`config.mk`:
```
export PLATFORM = sky130hd
export DESIGN_NAME = mrm_ctrl
export DESIGN_NICKNAME = d
export VERILOG_FILES = /design/src/hdl/mrm_pkg.sv /design/src/hdl/mrm_ctrl.sv
export SDC_FILE = /design/constraint.sdc
export NUM_CORES = 1
export LEC_CHECK = 0
export ABC_AREA = 1
export BUFFER_PORTS_ARGS = -buffer_cell sky130_fd_sc_hd__buf_2
export CAP_MARGIN = 20
export CORE_AREA = 4 4 41 43
export CTS_CLUSTER_DIAMETER = 50
export DETAILED_ROUTE_END_ITERATION = 8
export DIE_AREA = 0 0 45 47
export HOLD_SLACK_MARGIN = 0.06
export PLACE_DENSITY_LB_ADDON = 0.05
export SLEW_MARGIN = 20
export SYNTH_ARGS = -nofsm -noshare
export SYNTH_HDL_FRONTEND = slang
export SYNTH_SLANG_ARGS = --single-unit
```
`constraint.sdc`:
```
create_clock -name clk -period 1.4 [get_ports clk]
set_input_delay 0.28 -clock clk [delete_from_list [all_inputs] [get_ports clk]]
set_output_delay 0.28 -clock clk [all_outputs]
set_load 0.01 [all_outputs]
```
`src/hdl/mrm_pkg.sv`:
```
// Shared constants, codes and controller/datapath interface types for the region map.
package mrm_pkg;

  localparam int TABLE_DEPTH_DEF = 32;
  localparam int PAGE_SHIFT_DEF  = 12;
  localparam int MAX_RESULTS     = 32;
  localparam int RES_CNT_W       = $clog2(MAX_RESULTS + 1);

  localparam logic [1:0] FUNC_INSTALL    = 2'd0;
  localparam logic [1:0] FUNC_UNPRESERVE = 2'd1;
  localparam logic [1:0] FUNC_READ       = 2'd2;
  localparam logic [1:0] FUNC_UNUSED     = 2'd3;

  localparam logic [1:0] ST_OK    = 2'd0;
  localparam logic [1:0] ST_FULL  = 2'd1;
  localparam logic [1:0] ST_EMPTY = 2'd2;
  localparam logic [1:0] ST_RANGE = 2'd3;

  localparam logic [3:0] RTYPE_UNDEF     = 4'd0;
  localparam logic [3:0] RTYPE_PRESERVE  = 4'd1;
  localparam logic [3:0] RTYPE_RAM       = 4'd2;
  localparam logic [3:0] RTYPE_ALLOCATED = 4'd3;
  localparam logic [3:0] RTYPE_BADRAM    = 4'd8;

  typedef enum logic [3:0] {
    OP_NONE,
    OP_LOAD,
    OP_PROBE,
    OP_READ,
    OP_SPLIT_BASE,
    OP_SPLIT_END,
    OP_RAISE,
    OP_MERGE,
    OP_REPLY,
    OP_COUNT,
    OP_REWIND,
    OP_SCAN,
    OP_FLUSH
  } dp_op_t;

  typedef struct packed {
    dp_op_t     op;
    logic [1:0] status;
  } dp_cmd_t;

  typedef struct packed {
    logic [1:0] func;
    logic       empty_len;
    logic       full;
    logic       need_base;
    logic       need_end;
    logic       merge_done;
    logic       scan_end;
  } dp_stat_t;

endpackage

```
`src/hdl/mrm_ctrl.sv`:
```
// Sequencer for the region map: walks each transaction through datapath operations.
module mrm_ctrl (
  input  logic              clk,
  input  logic              rst_n,
  input  logic              start,
  output logic              busy,
  input  mrm_pkg::dp_stat_t stat,
  output mrm_pkg::dp_cmd_t  cmd
);

  typedef enum logic [3:0] {
    S_IDLE, S_PROBE, S_DECIDE, S_SPLIT_B, S_SPLIT_E, S_RAISE, S_MERGE,
    S_REPLY, S_COUNT, S_REWIND, S_SCAN, S_FLUSH, S_UMERGE
  } state_t;

  state_t     state_r, state_nxt;
  logic [1:0] rstat_r, rstat_nxt;
  logic       busy_r;

  always_comb begin
    state_nxt  = state_r;
    rstat_nxt  = rstat_r;
    cmd.op     = mrm_pkg::OP_NONE;
    cmd.status = rstat_r;
    unique case (state_r)
      S_IDLE: begin
        if (start) begin
          cmd.op    = mrm_pkg::OP_LOAD;
          state_nxt = S_PROBE;
        end
      end
      S_PROBE: begin
        cmd.op    = mrm_pkg::OP_PROBE;
        state_nxt = S_DECIDE;
      end
      S_DECIDE: begin
        if (stat.func == mrm_pkg::FUNC_INSTALL) begin
          if (stat.empty_len) begin
            rstat_nxt = mrm_pkg::ST_EMPTY;
            state_nxt = S_REPLY;
          end else if (stat.full) begin
            rstat_nxt = mrm_pkg::ST_FULL;
            state_nxt = S_REPLY;
          end else begin
            state_nxt = S_SPLIT_B;
          end
        end else if (stat.func == mrm_pkg::FUNC_UNPRESERVE) begin
          state_nxt = S_COUNT;
        end else if (stat.func == mrm_pkg::FUNC_READ) begin
          cmd.op    = mrm_pkg::OP_READ;
          state_nxt = S_IDLE;
        end else begin
          rstat_nxt = mrm_pkg::ST_OK;
          state_nxt = S_REPLY;
        end
      end
      S_SPLIT_B: begin
        if (stat.need_base) cmd.op = mrm_pkg::OP_SPLIT_BASE;
        state_nxt = S_SPLIT_E;
      end
      S_SPLIT_E: begin
        if (stat.need_end) cmd.op = mrm_pkg::OP_SPLIT_END;
        state_nxt = S_RAISE;
      end
      S_RAISE: begin
        cmd.op    = mrm_pkg::OP_RAISE;
        state_nxt = S_MERGE;
      end
      S_MERGE: begin
        cmd.op = mrm_pkg::OP_MERGE;
        if (stat.merge_done) begin
          rstat_nxt = mrm_pkg::ST_OK;
          state_nxt = S_REPLY;
        end
      end
      S_REPLY: begin
        cmd.op    = mrm_pkg::OP_REPLY;
        state_nxt = S_IDLE;
      end
      S_COUNT: begin
        cmd.op = mrm_pkg::OP_COUNT;
        if (stat.scan_end) state_nxt = S_REWIND;
      end
      S_REWIND: begin
        cmd.op    = mrm_pkg::OP_REWIND;
        state_nxt = S_SCAN;
      end
      S_SCAN: begin
        cmd.op = mrm_pkg::OP_SCAN;
        if (stat.scan_end) state_nxt = S_FLUSH;
      end
      S_FLUSH: begin
        cmd.op    = mrm_pkg::OP_FLUSH;
        state_nxt = S_UMERGE;
      end
      S_UMERGE: begin
        cmd.op = mrm_pkg::OP_MERGE;
        if (stat.merge_done) state_nxt = S_IDLE;
      end
      default: state_nxt = S_IDLE;
    endcase
  end

  always_ff @(posedge clk) begin
    if (!rst_n) begin
      state_r <= S_IDLE;
      rstat_r <= mrm_pkg::ST_OK;
      busy_r  <= 1'b0;
    end else begin
      state_r <= state_nxt;
      rstat_r <= rstat_nxt;
      busy_r  <= (state_nxt != S_IDLE);
    end
  end

  assign busy = busy_r;

endmodule

```
==> flow_results.xml <==
<?xml version="1.0" encoding="UTF-8"?>
<metrics>
  <group name="status">
    <metric name="run_status" unit="">complete, but fails checks</metric>
    <metric name="violations" unit="">setup timing</metric>
  </group>
  <group name="global_routing">
    <metric name="global_route.overflow_total" unit="">0</metric>
    <metric name="grt_antenna_before_repair" unit="">0</metric>
    <metric name="wire_length_of_the_first_global_routing_pass" unit="mm">2.92</metric>
    <metric name="track_usage" unit="%">19.2</metric>
    <metric name="largest_net_degree_at_the_start_of_global_routing" unit="">7</metric>
    <metric name="grt_pass1_vias" unit="">733</metric>
  </group>
  <group name="detailed_routing">
    <metric name="detailed_route_wirelength_on_metal2" unit="um">949</metric>
    <metric name="drt-wirelength-per-cell" unit="um">12.2</metric>
    <metric name="drt-total-wl" unit="mm">1.91</metric>
    <metric name="route.vias.total" unit="">775</metric>
    <metric name="via_count_normalized_by_instance_count" unit="">4.94</metric>
    <metric name="drt_iter0_markers" unit="">11</metric>
    <metric name="ant_nets" unit="">0</metric>
    <metric name="drt-pass1-iter-count" unit="">3</metric>
    <metric name="drcViolationCount" unit="">0</metric>
    <metric name="met3WireLength" unit="um">69</metric>
    <metric name="routedLengthMet1" unit="um">834</metric>
    <metric name="route.top_layer_used" unit="">met4</metric>
  </group>
  <group name="placement">
    <metric name="place_area" unit="um2">800</metric>
    <metric name="place_inst" unit="">148</metric>
    <metric name="dp.final_hpwl" unit="mm">1.27</metric>
    <metric name="finalWeightedCongestion" unit="">0.841</metric>
    <metric name="numPortBuffers" unit="">17</metric>
  </group>
  <group name="sta">
    <metric name="postLayoutSetupSlackWorst" unit="ns">-0.187</metric>
    <metric name="finalClockSkew" unit="ns">0.00379</metric>
    <metric name="finalHoldViolations" unit="">0</metric>
    <metric name="final-setup-viol-count" unit="">5</metric>
    <metric name="setup_repair_after_global_routing_missed_its_margin" unit="">true</metric>
    <metric name="max_slew.worst_pin.slew" unit="ns">0.220</metric>
    <metric name="timing.fmax" unit="MHz">630</metric>
    <metric name="fin_crit_sh" unit="%">113</metric>
    <metric name="hold_ws" unit="ns">0.286</metric>
    <metric name="timing_max_transition_violations_final" unit="">0</metric>
    <metric name="period_minus_slack" unit="ns">1.59</metric>
    <metric name="timing.slew.headroom" unit="%">85.2</metric>
  </group>
  <group name="clock_tree">
    <metric name="tritoncts" unit="">yes</metric>
    <metric name="h-tree-depth" unit="">1</metric>
    <metric name="numClockSinks" unit="">7</metric>
    <metric name="tritoncts.num_buffers" unit="">3</metric>
    <metric name="clkTransAtPathRegs" unit="ns">0.05</metric>
    <metric name="worstSkewPairLatency" unit="ns">0.26</metric>
    <metric name="cts-root-buf" unit="">clkbuf_4</metric>
    <metric name="clock_path_buffers" unit="">2</metric>
    <metric name="cts-hold-fix-buffers" unit="">0</metric>
  </group>
  <group name="floorplanning">
    <metric name="coreArea" unit="um2">1300</metric>
    <metric name="fp.dieW" unit="um">45</metric>
    <metric name="initial_util" unit="%">44.8</metric>
    <metric name="fp-row-count" unit="">13</metric>
    <metric name="ios" unit="">18</metric>
    <metric name="fp.dieArea" unit="um2">2120</metric>
    <metric name="chipHeight" unit="um">47</metric>
  </group>
  <group name="synth">
    <metric name="synth.top_cell.area_share" unit="%">24.0</metric>
    <metric name="instance_count_of_the_mapped_netlist" unit="">101</metric>
    <metric name="post_synth.cell_area_avg" unit="um2">5.77</metric>
    <metric name="syn_warnings" unit="">0</metric>
    <metric name="synth_seq_area_share" unit="%">24.0</metric>
    <metric name="dominant_cells_by_area_after_synthesis" unit="">dfxtp_1 (24%), nand2_1 (19%), nand3_1 (10%)</metric>
    <metric name="syn_area" unit="um2">583</metric>
    <metric name="synth_top_cell_by_area" unit="">dfxtp_1</metric>
    <metric name="ys_ff_latch" unit="">7</metric>
    <metric name="synthDistinctLibCells" unit="">19</metric>
    <metric name="synth_fp_nets" unit="">115</metric>
  </group>
  <group name="finish">
    <metric name="antenna-diode-count" unit="">0</metric>
    <metric name="share_of_cells_above_drive_strength_1" unit="%">50.7</metric>
    <metric name="layout-area-overhead-vs-synth" unit="%">66.1</metric>
    <metric name="fin_area" unit="um2">968</metric>
    <metric name="layout_common_cells" unit="">nand2_1 (21), buf_2 (17), buf_4 (17), inv_1 (12), nand3_1 (12)</metric>
    <metric name="layout_commonest_cell" unit="">nand2_1</metric>
    <metric name="final_cell_count_no_fill" unit="">157</metric>
    <metric name="num-nets-final" unit="">157</metric>
  </group>
  <group name="critical_path">
    <metric name="required" unit="ns">1.12</metric>
    <metric name="critPathSlowestCell" unit="">dfxtp_4</metric>
    <metric name="timing.critical_path.from_type" unit="">flip-flop</metric>
    <metric name="reg2regPathDepth" unit="">13</metric>
    <metric name="critical_path.cell_chain" unit="">inv_4 &gt; nor2_2 &gt; nand2_2 &gt; nand2_2 &gt; a21oi_4 &gt; o2111ai_2 &gt; buf_2</metric>
    <metric name="cp_slowest_stage_delay" unit="ns">0.38</metric>
    <metric name="worst_r2r_startpoint" unit="">state_r[0]$_SDFF_PN0_</metric>
    <metric name="path_max_fanout" unit="">6</metric>
    <metric name="crit_path_frequent_cell" unit="">nand2_2</metric>
    <metric name="reg2reg_setup_slack" unit="ns">-0.10</metric>
    <metric name="worst-endpoint-arrival" unit="ns">1.31</metric>
    <metric name="end_kind" unit="">output port</metric>
    <metric name="timing_worst_setup_path_type" unit="">reg -&gt; out</metric>
    <metric name="worst_r2r_endpoint" unit="">busy$_SDFF_PN0_</metric>
  </group>
  <group name="pwr">
    <metric name="worst_ir_drop_vdd" unit="mV">0.572</metric>
    <metric name="leakage" unit="nW">0.556</metric>
    <metric name="cellPowerDensity" unit="nW/um2">897</metric>
  </group>
  <group name="run">
    <metric name="cap_violations" unit="">0</metric>
  </group>
  <group name="min_path">
    <metric name="timing.hold.worst.class" unit="">in -&gt; reg</metric>
    <metric name="timing.hold.worst.start" unit="">rst_n</metric>
    <metric name="whs_path_depth" unit="">3</metric>
    <metric name="hold_path_end" unit="">rstat_r[1]$_SDFFE_PN0P_</metric>
  </group>
</metrics>
## report_power, final
part | switching (mW) | internal (mW)
combinational | 0.221 | 0.202
sequential | 0.0302 | 0.230
clock | 0.0758 | 0.109
## critical path: cells and delay by family (launching register included)
family,cells,cell delay (ns)
flip-flops,1,0.38
AO/OA/AOI/OAI,2,0.26
buffers and inverters,2,0.23
AND/OR/NAND/NOR,3,0.18
## layer usage
metal	up-vias	track usage, %
li1	402	-
met1	348	22.2
met2	18	33.3
met3	7	1.53
met4	0	14.0
met5	-	0
## cells in the mapped netlist
cell type	n
o21bai_1	1
o21ai_1	1
inv_1	14
nor2_1	14
dfxtp_1	7
inv_2	3
o221ai_1	1
nor2_4	1
nand4_1	1
o211ai_1	1
nand2_2	2
nand2_1	30
a21oi_1	3
o21ai_0	3
o2111ai_1	1
ha_1	3
nand3_1	12
or2_2	1
nor2_2	2
## worst max path at each step
stage	start	to	slack, ns
detailed placement	stat[7]	busy$_SDFF_PN0_	-0.05
global route	state_r[2]$_SDFF_PN0_	cmd[2]	-0.26
CTS	state_r[0]$_SDFF_PN0_	cmd[3]	-0.17
global placement	stat[7]	busy$_SDFF_PN0_	-0.03
floorplan	state_r[0]$_SDFF_PN0_	cmd[4]	0.09
finish	state_r[2]$_SDFF_PN0_	cmd[2]	-0.19
## state kept, by name, indices dropped and copies added, names as in the netlist
register	count
busy	1
state_r	4
rstat_r	2
## stage by stage
stage | power (mW) | setup WS (ns) | setup TNS (ns) | util [%]
floorplan | 0.432 | 0.0887 | 0 | -
global placement | 0.581 | -0.0318 | -0.0318 | 61.4
detailed placement | 0.582 | -0.0495 | -0.0542 | 61.4
CTS | 0.805 | -0.166 | -0.475 | 69.1
global route | 0.924 | -0.260 | -1.22 | 74.4
finish | 0.868 | -0.187 | -0.656 | 74.4
## timing repair
| item | CTS | global route |
|---|---|---|
| resized for setup | 19 | 17 |
| endpoints found under the hold margin | 0 | 0 |
| pin swaps | 4 | 7 |
| endpoints found under the setup margin | 4 | 7 |
| buffers inserted | 4 | 1 |
## kinds of logic (layout without fill, tap and decap cells)
| kind of cell | Yosys count | after routing | share of synthesized area (%) |
|---|---|---|---|
| buffers and inverters | 17 | 58 | 10.9 |
| adders and majority gates | 3 | 3 | 6.44 |
| AOI/OAI and AO/OA | 11 | 11 | 11.6 |
| and+or+nand+nor | 63 | 63 | 47.0 |
| DFF | 7 | 7 | 24.0 |
## area by class of cell
type	instances	area, um2
multi-input cells	77	453
fillers	105	333
repair buffers	37	246
flip-flops and latches	7	153
inverters	17	71.3
clock buffers	4	26.3
well taps	15	18.8
Note: power is estimated with default switching activity, not from simulation.
